==> src/hdl/ogi_pkg.sv <==
// shared types, codes and constants of the occupancy grid inflation core
package ogi_pkg;

   localparam int GRID_MAX_DEF   = 128;
   localparam int RADIUS_MAX_DEF = 15;

   localparam int FUNC_W     = 2;
   localparam int IDX_W      = 14;
   localparam int VAL_W      = 8;
   localparam int COST_W     = 7;
   localparam int CSR_IDX_W  = 2;
   localparam int CSR_DATA_W = 8;

   localparam logic [COST_W-1:0] COST_FULL = 7'd100;

   localparam logic [FUNC_W-1:0] FUNC_WRITE = 2'd0;
   localparam logic [FUNC_W-1:0] FUNC_RUN   = 2'd1;
   localparam logic [FUNC_W-1:0] FUNC_READ  = 2'd2;

   localparam logic [CSR_IDX_W-1:0] CSR_GRID_SIZE   = 2'd0;
   localparam logic [CSR_IDX_W-1:0] CSR_OUTER       = 2'd1;
   localparam logic [CSR_IDX_W-1:0] CSR_NOGO        = 2'd2;
   localparam logic [CSR_IDX_W-1:0] CSR_INNER_RATIO = 2'd3;

   localparam logic [7:0] GRID_SIZE_RST   = 8'd80;
   localparam logic [3:0] OUTER_RST       = 4'd12;
   localparam logic [3:0] NOGO_RST        = 4'd5;
   localparam logic [7:0] INNER_RATIO_RST = 8'd115;

   typedef enum logic [1:0] {
      CMD_WRITE,
      CMD_RUN,
      CMD_READ,
      CMD_NOP
   } cmd_kind_type;

   typedef struct packed {
      cmd_kind_type             kind;
      logic                     in_range;
      logic [IDX_W-1:0]         index;
      logic signed [VAL_W-1:0]  value;
   } cmd_type;

   typedef struct packed {
      logic [COST_W-1:0] cost;
      logic              run_done;
   } rsp_type;

   typedef struct packed {
      logic [7:0] grid_size;
      logic [3:0] outer_radius;
      logic [3:0] nogo_radius;
      logic [7:0] inner_ratio_q8;
   } cfg_type;

   typedef enum logic [3:0] {
      ST_INIT,
      ST_IDLE,
      ST_READ,
      ST_CLR,
      ST_K_START,
      ST_K_SQRT,
      ST_K_EVAL,
      ST_K_DIV,
      ST_K_WRITE,
      ST_W_RAW,
      ST_W_CHK,
      ST_S_RD,
      ST_S_WR,
      ST_DONE
   } back_state_type;

endpackage

==> src/hdl/ogi_rsp_queue.sv <==
// two-entry result queue between the back end and the result ports
module ogi_rsp_queue (
   input  logic             clock,
   input  logic             reset,
   input  logic             push,
   input  ogi_pkg::rsp_type push_data,
   output logic             room,
   input  logic             pop,
   output logic             empty,
   output ogi_pkg::rsp_type head
);

   ogi_pkg::rsp_type slot_ff [2];
   logic             wr_ptr_ff, wr_ptr_in;
   logic             rd_ptr_ff, rd_ptr_in;
   logic [1:0]       count_ff, count_in;
   logic             take;

   assign empty = (count_ff == 2'd0);
   assign room  = (count_ff != 2'd2);
   assign head  = slot_ff[rd_ptr_ff];
   assign take  = pop && !empty;

   always_comb begin
      wr_ptr_in = push ? ~wr_ptr_ff : wr_ptr_ff;
      rd_ptr_in = take ? ~rd_ptr_ff : rd_ptr_ff;
      case ({push, take})
         2'b10:   count_in = count_ff + 2'd1;
         2'b01:   count_in = count_ff - 2'd1;
         default: count_in = count_ff;
      endcase
   end

   always_ff @(posedge clock) begin
      if (reset) begin
         wr_ptr_ff <= 1'b0;
         rd_ptr_ff <= 1'b0;
         count_ff  <= 2'd0;
      end else begin
         wr_ptr_ff <= wr_ptr_in;
         rd_ptr_ff <= rd_ptr_in;
         count_ff  <= count_in;
      end
   end

   always_ff @(posedge clock) begin
      if (push) begin
         slot_ff[wr_ptr_ff] <= push_data;
      end
   end

endmodule

==> config.mk <==
export PLATFORM = sky130hd
export DESIGN_NAME = ogi_rsp_queue
export DESIGN_NICKNAME = d
export VERILOG_FILES = /design/src/hdl/ogi_pkg.sv /design/src/hdl/ogi_rsp_queue.sv
export SDC_FILE = /design/constraint.sdc
export NUM_CORES = 1
export LEC_CHECK = 0
export BUFFER_PORTS_ARGS = -buffer_cell sky130_fd_sc_hd__buf_4
export CAP_MARGIN = 20
export CORE_MARGIN = 2
export CORE_UTILIZATION = 48
export CTS_CLUSTER_DIAMETER = 200
export DETAILED_ROUTE_END_ITERATION = 16
export MAX_ROUTING_LAYER = met4
export PLACE_DENSITY_LB_ADDON = 0.12
export SYNTH_ARGS = -nofsm -noshare
export SYNTH_HDL_FRONTEND = slang
export SYNTH_SLANG_ARGS = --single-unit
export TNS_END_PERCENT = 5
==> constraint.sdc <==
create_clock -name clock -period 1.8 [get_ports clock]
set_clock_uncertainty 0.15 [all_clocks]
set_input_delay 0.09 -clock clock [delete_from_list [all_inputs] [get_ports clock]]
set_output_delay 0.09 -clock clock [all_outputs]
set_load 0.02 [all_outputs]
Word-level counts from Yosys, hierarchy flattened:

Memories as Yosys holds them, arrays and structs flattened. A register that Yosys moved wholly into a read port is not among the register bits.
Index checks and enable logic that the tools add are counted.

* $add $sub $neg: 2
* order comparisons: 0
* bitwise logic cells: 2
* divide/modulo/power cells: 0
* equality and inequality tests: 3
* multiplexer cells: 5
* multiply operators: 0
* reductions and logical operators: 4
* shift-type cells: 0

Operators by type and width (count)
* $mux W1: 4
* $pmux W2 S2: 1
* $add A2 B1 Y2 const B: 1
* $eq A2 B1 Y1 const B: 1
* $eq A2 B2 Y1 const B: 1
* $logic_not A2 Y1: 1
* $ne A2 B2 Y1 const B: 1
* $not A1 Y1: 2
* $reduce_bool A2 Y1: 1
* $sub A2 B1 Y2 const B: 1
* $logic_and A1 B1 Y1: 1
* $logic_not A1 Y1: 1

* bits of input ports: 12
* memories: 1
* bits in latches: 0
* register bits: 4
* bits in read-only memories: 0
* RAM bits: 16
* output and inout bits: 10
* word-level logic and storage cells: 20

Memory list
* slot_ff: words 2, width 8, rd ports 1, clocked after Yosys merged registers in 1, wr ports 1, line ogi_rsp_queue.sv:13 `ogi_pkg::rsp_type slot_ff [2];`

Depth between registers and ports, before layout:

Gate-level depths: netlist of the first run.

* depth in word-level cells: 5
* mapped depth: 5
* gate-level depth less buffers: 5

Worst setup path after synthesis of the first run:

Ideal clock, no wire load.

* path type: reg-to-reg
* from: register count_ff[0]
* to: register count_ff[1]
* cell stages (with the launch flop): 5
* arrival time: 1.297 ns
* setup slack: 0.283 ns
* buffers on the path: 0
* path through: dfxtp_1 -> o21a_2 -> ha_1 -> or3_1 -> a21oi_1

* word-level cells in the longest chain between the ends: 5
* elaborated cells on any way between the ends: 9
* classes of those cells: add/sub: 2; eq/ne: 2; mux: 1; reduce/logical: 4

Ends and longest elaborated chain
* start, declared: line ogi_rsp_queue.sv:16 `logic [1:0] count_ff, count_in;`
* start signal, assigned: line ogi_rsp_queue.sv:42 `count_ff <= count_in;`
* $logic_not A2 Y1 *: line ogi_rsp_queue.sv:19 `assign empty = (count_ff == 2'd0);`
* $logic_not A1 Y1 *: line ogi_rsp_queue.sv:22 `assign take = pop && !empty;`
* $logic_and A1 B1 Y1 *: line ogi_rsp_queue.sv:22
* named net take: line ogi_rsp_queue.sv:17 `logic take;`
* $eq A2 B1 Y1 or $eq A2 B2 Y1 (tied branches): line ogi_rsp_queue.sv:27 `case ({push, take})`
* $pmux W2 S2 or $reduce_bool A2 Y1 (tied branches)

Mark *: on every way through the listed nets, which the timed path passes. The rest lies on a longest branch.
A chain may end at the register's enable or synchronous reset.

Worst setup path after layout of the first run:

Ends and elaborated chain as after synthesis.

==> reports/metrics.cfg, run 1 <==
[cells_and_area]
final_core_utilization_pct=71.8
final_nets=97
diodes=0
final_cell_mix=22 x buf_4, 16 x edfxtp_1, 10 x dlygate4sd3_1
final_layout_size_suffix_gt1_share_pct=41.0
area_growth_pct=39.0
final_common_cell=buf_4

[setup_path]
rr_startpoint=count_ff[0]$_SDFFE_PP0P_
crit_fanout=5
slowest_stage=dfxtp_1
required_ns=1.88
reg2reg_to=count_ff[1]$_SDFFE_PP0P_
rrSetupSlack_ns=0.18
cp_cell_sequence=o21a_2 -> ha_1 -> or3_1 -> a21oi_1
crit_path_end_kind=flip-flop
worstSetupPathType=reg -> reg
max_stage_delay_ns=0.37
reg2reg_depth=4
start_kind=flip-flop
cp.arrival_ns=1.71
crit_start=count_ff[0]$_SDFFE_PP0P_

[drt]
firstDrtPassIters=4
drtAntennaViolNets=0
drt-initial-drc-count=13
met1Wirelength_um=519
wirelength_mm=1.22
wl_met2_um=641
vias=471
drc=0
viasPerCell=4.76
wl_per_cell_um=12.3
highest_layer=met3
route.met3.wl_um=59

[yosys]
yosysSeqAreaShare_pct=73.8
synth_top_area_share_pct=61.0
synth_cells=48
ys_types=15
ys_warn_count=0
yosys.area.top_type=edfxtp_1
synth_area_um2=787
synth-seq-cells=21
ys_top_cells_by_area=edfxtp_1 61%, dfxtp_1 13%, mux2_2 11%
synthesis.nets=61
avgSynthCellArea_um2=16.4

[clock_network]
clk_latency_ns=0.29
clk_pin_slew_ns=0.11
cts_tree=done
clock_sinks=21
cts_root_buf=clkbuf_4
htreeDepth=1
cts_buffers=3
cts_buffer_depth=2
cts_setup_buffers=0
cts_resized=0

[placement]
globalplace.congestion=0.690
portBuffers=21

[sta]
fin_tns_setup_ns=0
finalHoldViolCount=0
fmax_mhz=617
slew_viol_final=0
fin_crit_ns=1.62
rsz0062_at_grt=no
slew_headroom_pct=74.6
finalSetupViolations=0
tightest_slew_ns=0.381
finalCritPeriodShare_pct=90.1

[die]
die-area_mm2=0.00198
start_util_pct=51.6
coreArea_mm2=0.00152
rows=14
die_h_um=44.5
io_pins=22
fp.dieW_um=44.5

[power_and_ir_drop]
p_sw_share_pct=30.0
power_density_mw_per_mm2=1170
p_switching_mw=0.384
combPwrFrac_pct=33.0
internal-power_mw=0.899
p_clk_share_pct=16.8
p_leak_nw=0.428
seqPwrFrac_pct=50.2
vdd_drop_max_v=0.000926

[global_route]
grt_max_degree=12
grt_overflow=0
grt_pass1_vias=486
grt_pass1_wl_mm=1.99
grtUsageTotal_pct=14.5
antenna_found_initial=0

[min_path]
hold_start=pop
worstHoldPathCells=4
min_path_type=in -> reg
hold_end=rd_ptr_ff$_SDFFE_PP0P_

[job]
max_cap_viol_count=0

[status]
status=finished, final reports clean

==> power by group through the flow <==
stage | Sequential (mW) | Clock, mW | Combinational [mW]
3_3_place_gp | 0.652 | 0 | 0.401
2_1_floorplan | 0.624 | 0 | 0.288
6_report | 0.644 | 0.215 | 0.424
3_5_place_dp | 0.657 | 0 | 0.408
4_1_cts | 0.647 | 0.224 | 0.427
5_1_grt | 0.655 | 0.246 | 0.450
==> routing by layer <==
layer	global-route usage, %	up-vias
met4	5.45	0
met5	-	-
met2	24.9	16
li1	-	244
met3	3.67	0
met1	15.9	211
==> per-stage QoR <==
| stage | total power, mW | instances | area, µm² | worst slack (ns) | hold slack [ns] |
|---|---|---|---|---|---|
| 2_1_floorplan | 0.912 | 48 | 787 | 0.283 | 0.00907 |
| 3_3_place_gp | 1.05 | 85 | 967 | 0.250 | 0.125 |
| 3_5_place_dp | 1.06 | 85 | 967 | 0.195 | 0.128 |
| 4_1_cts | 1.30 | 99 | 1090 | 0.141 | 0.0312 |
| 5_1_grt | 1.35 | 99 | 1090 | 0.0965 | 0.0549 |
| 6_report | 1.28 | 99 | 1090 | 0.178 | 0.0439 |
==> timing repair <==
action                     4_1_cts  5_1_grt
hold buffers                    10        0
hold endpoints to repair        21        0
setup endpoints to repair        0        0
==> registers in the layout, summed over array words and instances, names as in the netlist, named ones only <==
name / flops
rd_ptr_ff: 1
wr_ptr_ff: 1
slot_ff: 16
count_ff: 2
==> layout make-up <==
type / instances / area, µm²
Clock buffer: 4 / 26.3
Multi-Input combinational cell: 25 / 198
Fill cell: 106 / 430
Tap cell: 16 / 20.0
Sequential cell: 21 / 581
Timing Repair Buffer: 32 / 265
Inverter: 1 / 3.75
==> synth_stat cells <==
cell / n
nand2b_1: 1
xnor2_1: 3
mux2_2: 8
buf_2: 1
inv_1: 1
ha_1: 1
or3_1: 1
a21oi_1: 1
dfxtp_1: 5
o21a_2: 1
o21ai_0: 1
xor2_1: 1
and2_1: 1
nor2_1: 6
edfxtp_1: 16
==> critical path, delay by kind of cell, from the launching register on <==
family / cells / cell delay [ns]
adder cells (fa/ha/maj): 1 / 0.31
AO/OA/AOI/OAI: 2 / 0.37
AND/OR/NAND/NOR: 1 / 0.36
flip-flops: 1 / 0.37
==> how the worst max path moves through the flow <==
stage / endpoint / slack (ns) / depth (start not counted)
finish: count_ff[1]$_SDFFE_PP0P_ / 0.18 / 4
global route: head[1] / 0.1 / 2
CTS: head[1] / 0.14 / 2
detailed placement: count_ff[1]$_SDFFE_PP0P_ / 0.20 / 4
global placement: count_ff[1]$_SDFFE_PP0P_ / 0.25 / 4
floorplan: count_ff[1]$_SDFFE_PP0P_ / 0.28 / 4
==> kinds of logic after synthesis <==
family | synth area share [%]
AOI/OAI and AO/OA | 2.38
xor gates and xnor gates | 4.45
adders and majority gates | 1.59
buffers and inverters | 1.11
DFF | 73.8
muxes | 11.4
and+or+nand+nor | 5.25
Power figures use the tool's default switching activity.
==> inputs of run 2 (changes only) <==
==> constraint.sdc (replaced) <==
create_clock -name clock -period 1.8 [get_ports clock]
set_clock_uncertainty 0.15 [all_clocks]
set_input_delay 0.18 -clock clock [delete_from_list [all_inputs] [get_ports clock]]
set_output_delay 0.18 -clock clock [all_outputs]
set_load 0.02 [all_outputs]
==> run 2 against run 1 <==
  * Register-to-register slack gained 0.02 ns
  * Combinational power hardly changed
  * Design area did not move
  * Die area did not move
  * Hold slack improved by 0.081 ns
  * Core utilization unchanged
  * Global-route usage shrank 0.27 points
  * Critical endpoint is now head[5]
  * Highest routed layer unchanged
==> reports/metrics.cfg, run 2 (synthesis results as in run 1) <==
[setup_path]
required_ns=1.47
crit_fanout=8
max_stage_delay_ns=0.54
rr_startpoint=count_ff[0]$_SDFFE_PP0P_
worstSetupPathType=reg -> out
rrSetupSlack_ns=0.20
crit_family=flip-flops
slowest_stage=dfxtp_1
cp.arrival_ns=1.37
crit_path_end_kind=output pin
reg2reg_to=count_ff[1]$_SDFFE_PP0P_
reg2reg_depth=4
path_buf_inv=1
start_kind=flip-flop
cp_cell_sequence=mux2_2 -> buf_4

[min_path]
min_path_type=in -> reg
hold_start=pop
worstHoldPathCells=4
hold_end=rd_ptr_ff$_SDFFE_PP0P_

[die]
start_util_pct=51.6
coreArea_mm2=0.00152
rows=14
fp.dieW_um=44.5
die_h_um=44.5
die-area_mm2=0.00198
io_pins=22

[clock_network]
cts_tree=done
hold_buffers=10
cts_resized=0
cts_buffers=3
cts_root_buf=clkbuf_4
clk_latency_ns=0.29
htreeDepth=1
clock_sinks=21
cts_buffer_depth=2
clk_pin_slew_ns=0.10
cts_setup_buffers=0

[global_route]
grt_max_degree=12
grt_overflow=0
grt_pass1_wl_mm=1.94
antenna_found_initial=0
grt_pass1_vias=494
grtUsageTotal_pct=14.2

[cells_and_area]
post_layout_nonfiller_instances=99
biggestRegsByFlops=slot_ff (16), count_ff (2)
final_nets=97
final_layout_size_suffix_gt1_share_pct=41.0
fillCellCount=100
regMostFlops=slot_ff
area_growth_pct=39.0
final_core_utilization_pct=71.8
postLayoutCellArea_mm2=0.00109
diodes=0
largest_reg_flops=16
final_cell_mix=22 x buf_4, 16 x edfxtp_1, 10 x dlygate4sd3_1
final_common_cell=buf_4

[sta]
fmax_mhz=588
tightest_slew_ns=0.385
slew_headroom_pct=74.3
finalHoldViolCount=0
finalCritPeriodShare_pct=94.5
rsz0062_at_grt=no
setup_slack_ns=0.0990
fin_crit_ns=1.70
hold_slack_ns=0.125
fin_tns_setup_ns=0
slew_viol_final=0
finalSetupViolations=0

[job]
max_cap_viol_count=0

[power_and_ir_drop]
p_total_mw=1.29
power_density_mw_per_mm2=1180
p_leak_nw=0.429
vdd_drop_max_v=0.000808

[drt]
drc=0
firstDrtPassIters=3
wirelength_mm=1.27
drtAntennaViolNets=0
wl_per_cell_um=12.8
vias=477
viasPerCell=4.82
drt-initial-drc-count=19

[status]
status=finished, final reports clean

[placement]
dp_cells=85
place_ws_ns=0.208
placed_area_um2=967
portBuffers=21
globalplace.congestion=0.693

run 2: cell counts in the layout (fill, tap and decap cells not counted):
No cell type changed its count.
run 2: power breakdown:
group | switching [mW] | internal, mW
registers | 0.0598 | 0.585
clock network | 0.128 | 0.0861
logic | 0.198 | 0.229
run 2: worst max path at each step:
stage	endpoint	slack, ns	cells past startpoint
floorplan	count_ff[1]$_SDFFE_PP0P_	0.28	4
detailed placement	count_ff[1]$_SDFFE_PP0P_	0.21	4
global route	head[1]	0.02	2
CTS	head[1]	0.07	2
global placement	count_ff[1]$_SDFFE_PP0P_	0.25	4
finish	head[5]	0.1	2
run 2: area by class of cell:
cell class                      count  area, µm²  area share [%]
Clock buffer                        4       26.3            2.40
Inverter                            1       3.75           0.343
Multi-Input combinational cell     25        198            18.1
Sequential cell                    21        581            53.1
Tap cell                           16       20.0            1.83
Timing Repair Buffer               32        265            24.3
run 2: tightest hold or removal path, cell delays in order:
cell and delay [ns]:
buf_4 0.08, o21a_2 0.13, xnor2_1 0.07, nor2_1 0.08
run 2: metal layers:
metal  routed length, µm  part of all wire, %  global-route usage, %
met1                 530                   42                   14.0
met2                 678                   53                   27.0
met3                  61                  4.8                   3.67
met4                   0                    0                   3.64
met5                   0                    0                      -
